===== src/hw/rtl/gb3_pkg.sv =====
package gb3_pkg;

    localparam int MAX_WIDTH_DEF  = 1024;
    localparam int MAX_HEIGHT_DEF = 4096;

    localparam int IMAGE_WIDTH_W  = 11;
    localparam int IMAGE_HEIGHT_W = 13;
    localparam int CFG_DATA_W     = 13;
    localparam int CFG_INDEX_W    = 2;

    localparam int IMAGE_WIDTH_RST  = 1024;
    localparam int IMAGE_HEIGHT_RST = 768;
    localparam int MIN_DIM          = 3;

    localparam int CHAN_W    = 8;
    localparam int OUT_ROW_W = 12;
    localparam int OUT_COL_W = 10;
    localparam int N_RES     = 3;

    localparam logic [CFG_INDEX_W-1:0] REG_IMAGE_WIDTH  = CFG_INDEX_W'(0);
    localparam logic [CFG_INDEX_W-1:0] REG_IMAGE_HEIGHT = CFG_INDEX_W'(1);

    typedef struct packed {
        logic [CHAN_W-1:0] red;
        logic [CHAN_W-1:0] green;
        logic [CHAN_W-1:0] blue;
    } t_pixel;

    localparam int PIX_W = $bits(t_pixel);

    typedef struct packed {
        t_pixel                pixel;
        logic [OUT_ROW_W-1:0]  row;
        logic [OUT_COL_W-1:0]  column;
        logic                  frame_done;
    } t_result;

endpackage


===== src/hw/rtl/gb3_blur.sv =====
module gb3_blur (
    input  gb3_pkg::t_pixel [5:0] i_win,
    input  gb3_pkg::t_pixel [2:0] i_cur,
    output gb3_pkg::t_pixel       o_pix
);

    localparam int CW = gb3_pkg::CHAN_W;
    localparam int SW = CW + 4;

    logic [gb3_pkg::PIX_W-1:0] pix;

    always_comb begin
        logic [SW-1:0] row_sum [3];
        logic [SW-1:0] sum;
        logic [gb3_pkg::PIX_W-1:0] w_a;
        logic [gb3_pkg::PIX_W-1:0] w_b;
        logic [gb3_pkg::PIX_W-1:0] w_d;
        pix = '0;
        for (int ch = 0; ch < 3; ch++) begin
            for (int i = 0; i < 3; i++) begin
                w_a = i_win[2 * i];
                w_b = i_win[2 * i + 1];
                w_d = i_cur[i];
                row_sum[i] = SW'(w_a[ch * CW +: CW]) + (SW'(w_b[ch * CW +: CW]) << 1)
                           + SW'(w_d[ch * CW +: CW]);
            end
            sum = row_sum[0] + (row_sum[1] << 1) + row_sum[2];
            pix[ch * CW +: CW] = sum[SW-1:4];
        end
    end

    assign o_pix = pix;

endmodule


===== config.mk =====
export PLATFORM = sky130hd
export DESIGN_NAME = gb3_blur
export DESIGN_NICKNAME = d
export VERILOG_FILES = /design/src/hw/rtl/gb3_pkg.sv /design/src/hw/rtl/gb3_blur.sv
export SDC_FILE = /design/constraint.sdc
export NUM_CORES = 1
export LEC_CHECK = 0
export ABC_AREA = 1
export ABC_CLOCK_PERIOD_IN_PS = 4960
export BUFFER_PORTS_ARGS = -buffer_cell sky130_fd_sc_hd__buf_4
export CAP_MARGIN = 20
export CELL_PAD_IN_SITES_DETAIL_PLACEMENT = 0
export CELL_PAD_IN_SITES_GLOBAL_PLACEMENT = 1
export CORE_ASPECT_RATIO = 1.5
export CORE_MARGIN = 5
export CORE_UTILIZATION = 37
export DETAILED_ROUTE_END_ITERATION = 10
export PLACE_DENSITY = 0.87
export SYNTH_ARGS = -nofsm -noshare
export SYNTH_HDL_FRONTEND = slang
export SYNTH_SLANG_ARGS = --single-unit

===== constraint.sdc =====
create_clock -name vclk -period 4.96
set_input_delay 0.248 -clock vclk [all_inputs]
set_output_delay 0.248 -clock vclk [all_outputs]
set_load 0.02 [all_outputs]

==> metrics.md, run 1 <==
| Metric | Value |
|---|---|
| Outcome | `finished, final reports clean` |
| Layout cells sized above 1 | `30.7%` |
| Seq. cell area | `0 um2` |
| Ports | `240` |
| Final Max Slew Viols | `0` |
| Critical Path Fanout Max | `3` |
| Final setup fails | `0` |
| Tot GR Track Use | `16.8%` |
| Post-layout min period | `4.78 ns` |
| DPL Wire Length | `15200 um` |
| Port bufs | `240` |
| YS warnings | `0` |
| Crit path launch type | `primary input` |
| Core box area | `16200 um2` |
| WHS Endpoint | `o_pix[7]` |
| Area grow syn2layout | `40.5%` |
| Slowest CP cell | `fa_1` |
| Post-layout instance area | `8560 um2` |
| Die W | `115 um` |
| Syn Inst Count | `762` |
| Tcrit/Tclk final | `96.3%` |
| Starting Density | `37.6%` |
| Slew @ Worst Pin | `0.358 ns` |
| Area post-placement | `8270 um2` |
| Min-Delay Path Class | `primary input to primary output` |
| Crit end category | `primary output` |
| Detailed Route Iter0 Violations | `102` |
| Final Wtd Congestion | `0.849` |
| Crit-path cells | `buf_6, fa_1, ha_2, inv_2, fa_2, o21ai_2, nand2_1, nand2_1, a21oi_2, xnor2_1, fa_1, ha_1, inv_2, fa_1, inv_2, ha_4, ha_4, buf_6, nand2_2, nand2_2, nand3_2, nand4_1, xnor2_1, buf_4` |
| Largest net degree at the start of global routing | `7` |
| Avg Inst Size Synth | `7.99 um2` |
| Worst Path Buf+Inv | `6` |
| HP Start | `i_win[79]` |
| Most common cell after layout, fill and taps aside | `buf_4` |
| Post-Syn Area | `6090 um2` |
| Library cells used by synthesis | `31` |
| Area of the die | `19200 um2` |
| Post-DRT Antenna Nets | `0` |
| DRC viols | `0` |
| Beginning of the critical path | `i_cur[33]` |
| Fmax | `209 MHz` |
| Vias per cell | `4.59` |
| Max cap viols | `0` |
| Hold depth | `6` |
| Hold Fails Final Rpt | `0` |
| GRT overflow | `0` |
| Setup CP Type | `primary input to primary output` |
| Routed len/inst | `13.2 um` |
| Register area share after synthesis | `0%` |
| CLK BUF | `0` |
| CP delay by family, top | `adder cells` |
| Req. time, crit path | `4.71 ns` |
| Worst EP arrival | `4.53 ns` |
| Worst path max stage delay | `0.57 ns` |
| Max transition margin | `76.0%` |
| Die H | `167 um` |
| First-pass GRT wire length | `26900 um` |
| Routed vias | `5643` |
| Rows | `57` |
| Vias in the first global route | `6156` |
| Num sequential | `0` |
| RSZ-0062 raised after global routing | `yes` |
| Initial antenna violation count | `0` |
| # hold bufs at CTS | `0` |
| Routed wire length | `16300 um` |
| N_diodes | `0` |
| # nets final | `1450` |
| Most frequent cells in the layout | `buf_4, inv_1, nand2_1, fa_1, ha_1` |
| DRT Pass-1 Iters | `4` |
| Net Count, Synth | `1186` |
## kinds of logic after synthesis
family / after synthesis / share of synthesized area, %
xor+xnor: 51 / 7.33
buf+inv: 194 / 12.0
compound gates: 87 / 7.93
fa+ha+maj: 208 / 57.1
simple gates: 222 / 15.6
## Yosys cell counts (all sizes together), types with 9 or more instances
cell type  number  area share, %
nor2           30            2.1
inv           193             12
xnor2          21            3.0
a21oi          52            4.3
nand4           9           0.92
fa            117             38
ha             91             19
nand2         139            8.9
nand3          33            2.7
xor2           30            4.3
o21ai          18            1.5
## area by class of cell
class / instances / area (um2)
Fill cell: 1572 / 7630
Inverter: 194 / 729
Multi-Input combinational cell: 568 / 5590
Tap cell: 206 / 258
Timing Repair Buffer: 262 / 1980
## per-layer routing
metal  routed length [um]  global-route usage [%]
met4                  128                   0.919
met2                 9640                    35.4
met3                 1030                    2.35
met5                    0                       0
met1                 5470                    17.8
## how the worst max path moves through the flow
stage                      endpoint  slack, ns  depth (start not counted)
after floorplan           o_pix[15]       0.18                         21
after CTS                  o_pix[5]       0.03                         21
after global placement    o_pix[15]      -0.11                         23
after global routing      o_pix[22]      -0.05                         28
final                     o_pix[15]       0.18                         24
after detailed placement  o_pix[15]      -0.17                         23
## metrics by stage
| step | setup slack (ns) | instances | hold WS, ns | utilization [%] | TNS, ns |
|---|---|---|---|---|---|
| final | 0.183 | 1230 | 1.22 | 52.9 | 0 |
| after global routing | -0.0526 | 1230 | 1.30 | 52.9 | -0.101 |
| after CTS | 0.0254 | 1226 | 1.23 | 51.5 | 0 |
| after detailed placement | -0.168 | 1224 | 1.23 | 51.1 | -0.637 |
| after global placement | -0.107 | 1224 | 1.22 | 51.1 | -0.370 |
| after floorplan | 0.184 | 762 | 1.01 | - | 0 |
## what timing repair did
| item | 4_1_cts | 5_1_grt |
|---|---|---|
| gates resized for setup | 12 | 38 |
| endpoints found under the setup margin | 7 | 10 |
| pin swaps | 7 | 13 |
| setup buffers | 2 | 4 |
Power of run 1 is not shown: default switching activity piles up to over one toggle a cycle in this logic, so the estimate is an artifact.
==> run 2, diff against run 1 <==
--- a/config.mk
+++ b/config.mk
@@ -6,5 +6,5 @@
 export NUM_CORES = 1
 export LEC_CHECK = 0
-export ABC_AREA = 1
+export ABC_AREA = 0
 export ABC_CLOCK_PERIOD_IN_PS = 4960
 export BUFFER_PORTS_ARGS = -buffer_cell sky130_fd_sc_hd__buf_4
@@ -16,5 +16,5 @@
 export CORE_UTILIZATION = 37
 export DETAILED_ROUTE_END_ITERATION = 10
-export PLACE_DENSITY = 0.87
+export PLACE_DENSITY = 0.86
 export SYNTH_ARGS = -nofsm -noshare
 export SYNTH_HDL_FRONTEND = slang
==> constraint.sdc (replaced) <==
create_clock -name vclk -period 4.96
set_input_delay 0.992 -clock vclk [all_inputs]
set_output_delay 0.992 -clock vclk [all_outputs]
set_load 0.02 [all_outputs]
==> run 2 against run 1 <==
Against the previous run:
- the run now ends with setup timing left
- worst setup slack got worse by 2.0 ns
- count of clock-buffer cells in the layout did not move
- sequential share of layout area did not move
- die area fell by 7.1%
- core utilization rose by 14 points
==> metrics.md, run 2 <==
| Metric | Value |
|---|---|
| Port bufs | `240 (unchanged)` |
| Core box area | `15000 um2 (-7.3%)` |
| Synth Area in XOR/XNOR | `7.94% (+0.61 points)` |
| Top cells by area, synth | `fa_1, ha_1, inv_1` |
| Die W | `111 um (-3.6%)` |
| Min-Delay Path Class | `primary input to primary output` |
| Setup CP Type | `primary input to primary output` |
| Post-DRT Antenna Nets | `0 (unchanged)` |
| DP Worst Slack | `-1.97 ns (-1.81 ns)` |
| Cell repeated most along the worst path | `fa_1` |
| Vias in the first global route | `6278 (+2.0%)` |
| Slew @ Worst Pin | `0.398 ns (+0.0395 ns)` |
| Seq. cell area | `0 um2 (unchanged)` |
| PnR worst setup slack | `-1.81 ns (-1.99 ns)` |
| Ports | `240 (unchanged)` |
| Main combinational cell family by area after synthesis | `adder cells` |
| Final setup fails | `24 (+24)` |
| Simple-Gate Fraction of Synth Area | `8.74% (-6.9 points)` |
| Most frequent cells in the layout | `buf_4, inv_1, fa_1, ha_1, buf_6` |
| Req. time, crit path | `3.97 ns (-0.74 ns)` |
| Fmax | `148 MHz (-29%)` |
| Hold Fails Final Rpt | `0 (unchanged)` |
| Adder-cell share of the synthesized area | `61.9% (+4.8 points)` |
| Layout cells sized above 1 | `56.0% (+25 points)` |
| Routed wire length | `16000 um (-1.9%)` |
| Max cap viols | `0 (unchanged)` |
| Critical path depth | `25 (+4.2%)` |
| Syn Inst Count | `597 (-22%)` |
| Tcrit/Tclk final | `136% (+40 points)` |
| GRT overflow | `0 (unchanged)` |
| Outcome | `finished, violations left` |
| First-pass GRT wire length | `27300 um (+1.2%)` |
| Final Wtd Congestion | `0.826 (-2.7%)` |
| Post-layout min period | `6.77 ns (+1.99 ns)` |
| Post-synth top area cell | `fa_1` |
| CLK BUF | `0 (unchanged)` |
| Register area share after synthesis | `0% (unchanged)` |
| Post-Syn Area | `5620 um2 (-7.7%)` |
| Critical Path Fanout Max | `2 (-1)` |
| Yosys top cell area share | `41.7% (+3.2 points)` |
| Worst Path Buf+Inv | `6 (unchanged)` |
| Hold depth | `7 (+1)` |
| Final Max Slew Viols | `0 (unchanged)` |
| N_diodes | `0 (unchanged)` |
| Num sequential | `0 (unchanged)` |
| Most common cell after layout, fill and taps aside | `buf_4` |
| Most frequent cell after synthesis | `inv_1` |
| Slowest CP cell | `fa_1` |
| Routed vias | `5486 (-2.8%)` |
| Failing checks | `setup timing` |
| Largest net degree at the start of global routing | `6 (-1)` |
| Worst path max stage delay | `0.53 ns (-0.04 ns)` |
| Max transition margin | `73.1% (-2.9 points)` |
| CP delay by family, top | `adder cells` |
| DRT Pass-1 Iters | `4 (unchanged)` |
| Vias per cell | `4.63 (+0.82%)` |
| Area of the die | `17800 um2 (-7.1%)` |
| RSZ-0062 raised after global routing | `yes` |
| Synth cell count leaders | `inv_1, fa_1, ha_1` |
| Initial antenna violation count | `0 (unchanged)` |
| Detailed Route Iter0 Violations | `91 (-11%)` |
| Crit path launch type | `primary input` |
| Tot GR Track Use | `17.9% (+1.1 points)` |
| # hold bufs at CTS | `0 (unchanged)` |
| Avg Inst Size Synth | `9.42 um2 (+18%)` |
| Area grow syn2layout | `78.5%` |
| Worst EP arrival | `5.78 ns (+1.25 ns)` |
| DRC viols | `0 (unchanged)` |
| Routed len/inst | `13.5 um (+1.8%)` |
| Net Count, Synth | `1021 (-14%)` |
| Mux contribution to synthesized area | `0.178% (+0.18 points)` |
| Starting Density | `37.5% (-0.15 points)` |
| Synth Area in Compound Gates | `11.5% (+3.6 points)` |
| # nets final | `1413 (-2.6%)` |
| Library cells used by synthesis | `41 (+32%)` |
| DPL Wire Length | `14200 um (-7.0%)` |
| Crit end category | `primary output` |
| YS warnings | `0 (unchanged)` |
| Rows | `55 (-3.5%)` |
| Die H | `161 um (-3.7%)` |
[run 2: cell types whose count changed after synthesis, sizes merged, moves of 7 or more]
cell,before,now
nand2,139,11
nor2,30,37
nand3,33,8
xor2,30,19
nand4,9,1
a21oi,52,23
nor2b,0,11
xnor2,21,32
inv,193,146
o21a,1,10
nand2b,0,7
a21o,3,10
[run 2: timing repair]
| item | CTS | global route |
|---|---|---|
| pin swaps | 97 | 44 |
| setup buffers | 36 | 16 |
| gates resized for setup | 92 | 49 |
| endpoints found under the setup margin | 24 | 24 |
| gates cloned | 0 | 0 |
[run 2: layout make-up]
type,instances,area [um2]
Multi-Input combinational cell,451,6170
Fill cell,1194,4960
Timing Repair Buffer,390,3070
Tap cell,199,249
Inverter,146,548
[run 2: through the flow]
stage	hold WS, ns	util [%]	setup TNS, ns	instances	cell area [um2]
floorplan	2.46	-	-16.13	597	6200
global placement	2.69	60.9	-24.61	1153	9130
detailed placement	2.71	60.9	-25.45	1153	9130
CTS	2.72	65.0	-25.00	1179	9750
global route	2.80	66.9	-27.46	1186	10000
finish	2.74	66.9	-23.77	1186	10000
[run 2: final timing paths]
path,start,to,slack (ns)
max,i_cur[33],o_pix[14],-1.81
min,i_win[40],o_pix[16],2.74
[run 2: routing by layer]
layer	track usage [%]	vias up	part of all wire, %
met3	3.15	14	5.9
met4	2.69	0	1.6
met1	18.3	2635	32
li1	-	2670	-
met5	0	-	0
met2	37.6	167	60
[run 2: kinds of logic (layout without fill, tap and decap cells)]
group,count (synthesis),in the layout
AOI/OAI and AO/OA,91,91
xor gates and xnor gates,51,51
adders and majority gates,208,208
buffers and inverters,146,536
muxes,1,1
and+or+nand+nor,100,100
Power of run 2 is left out for the same reason.
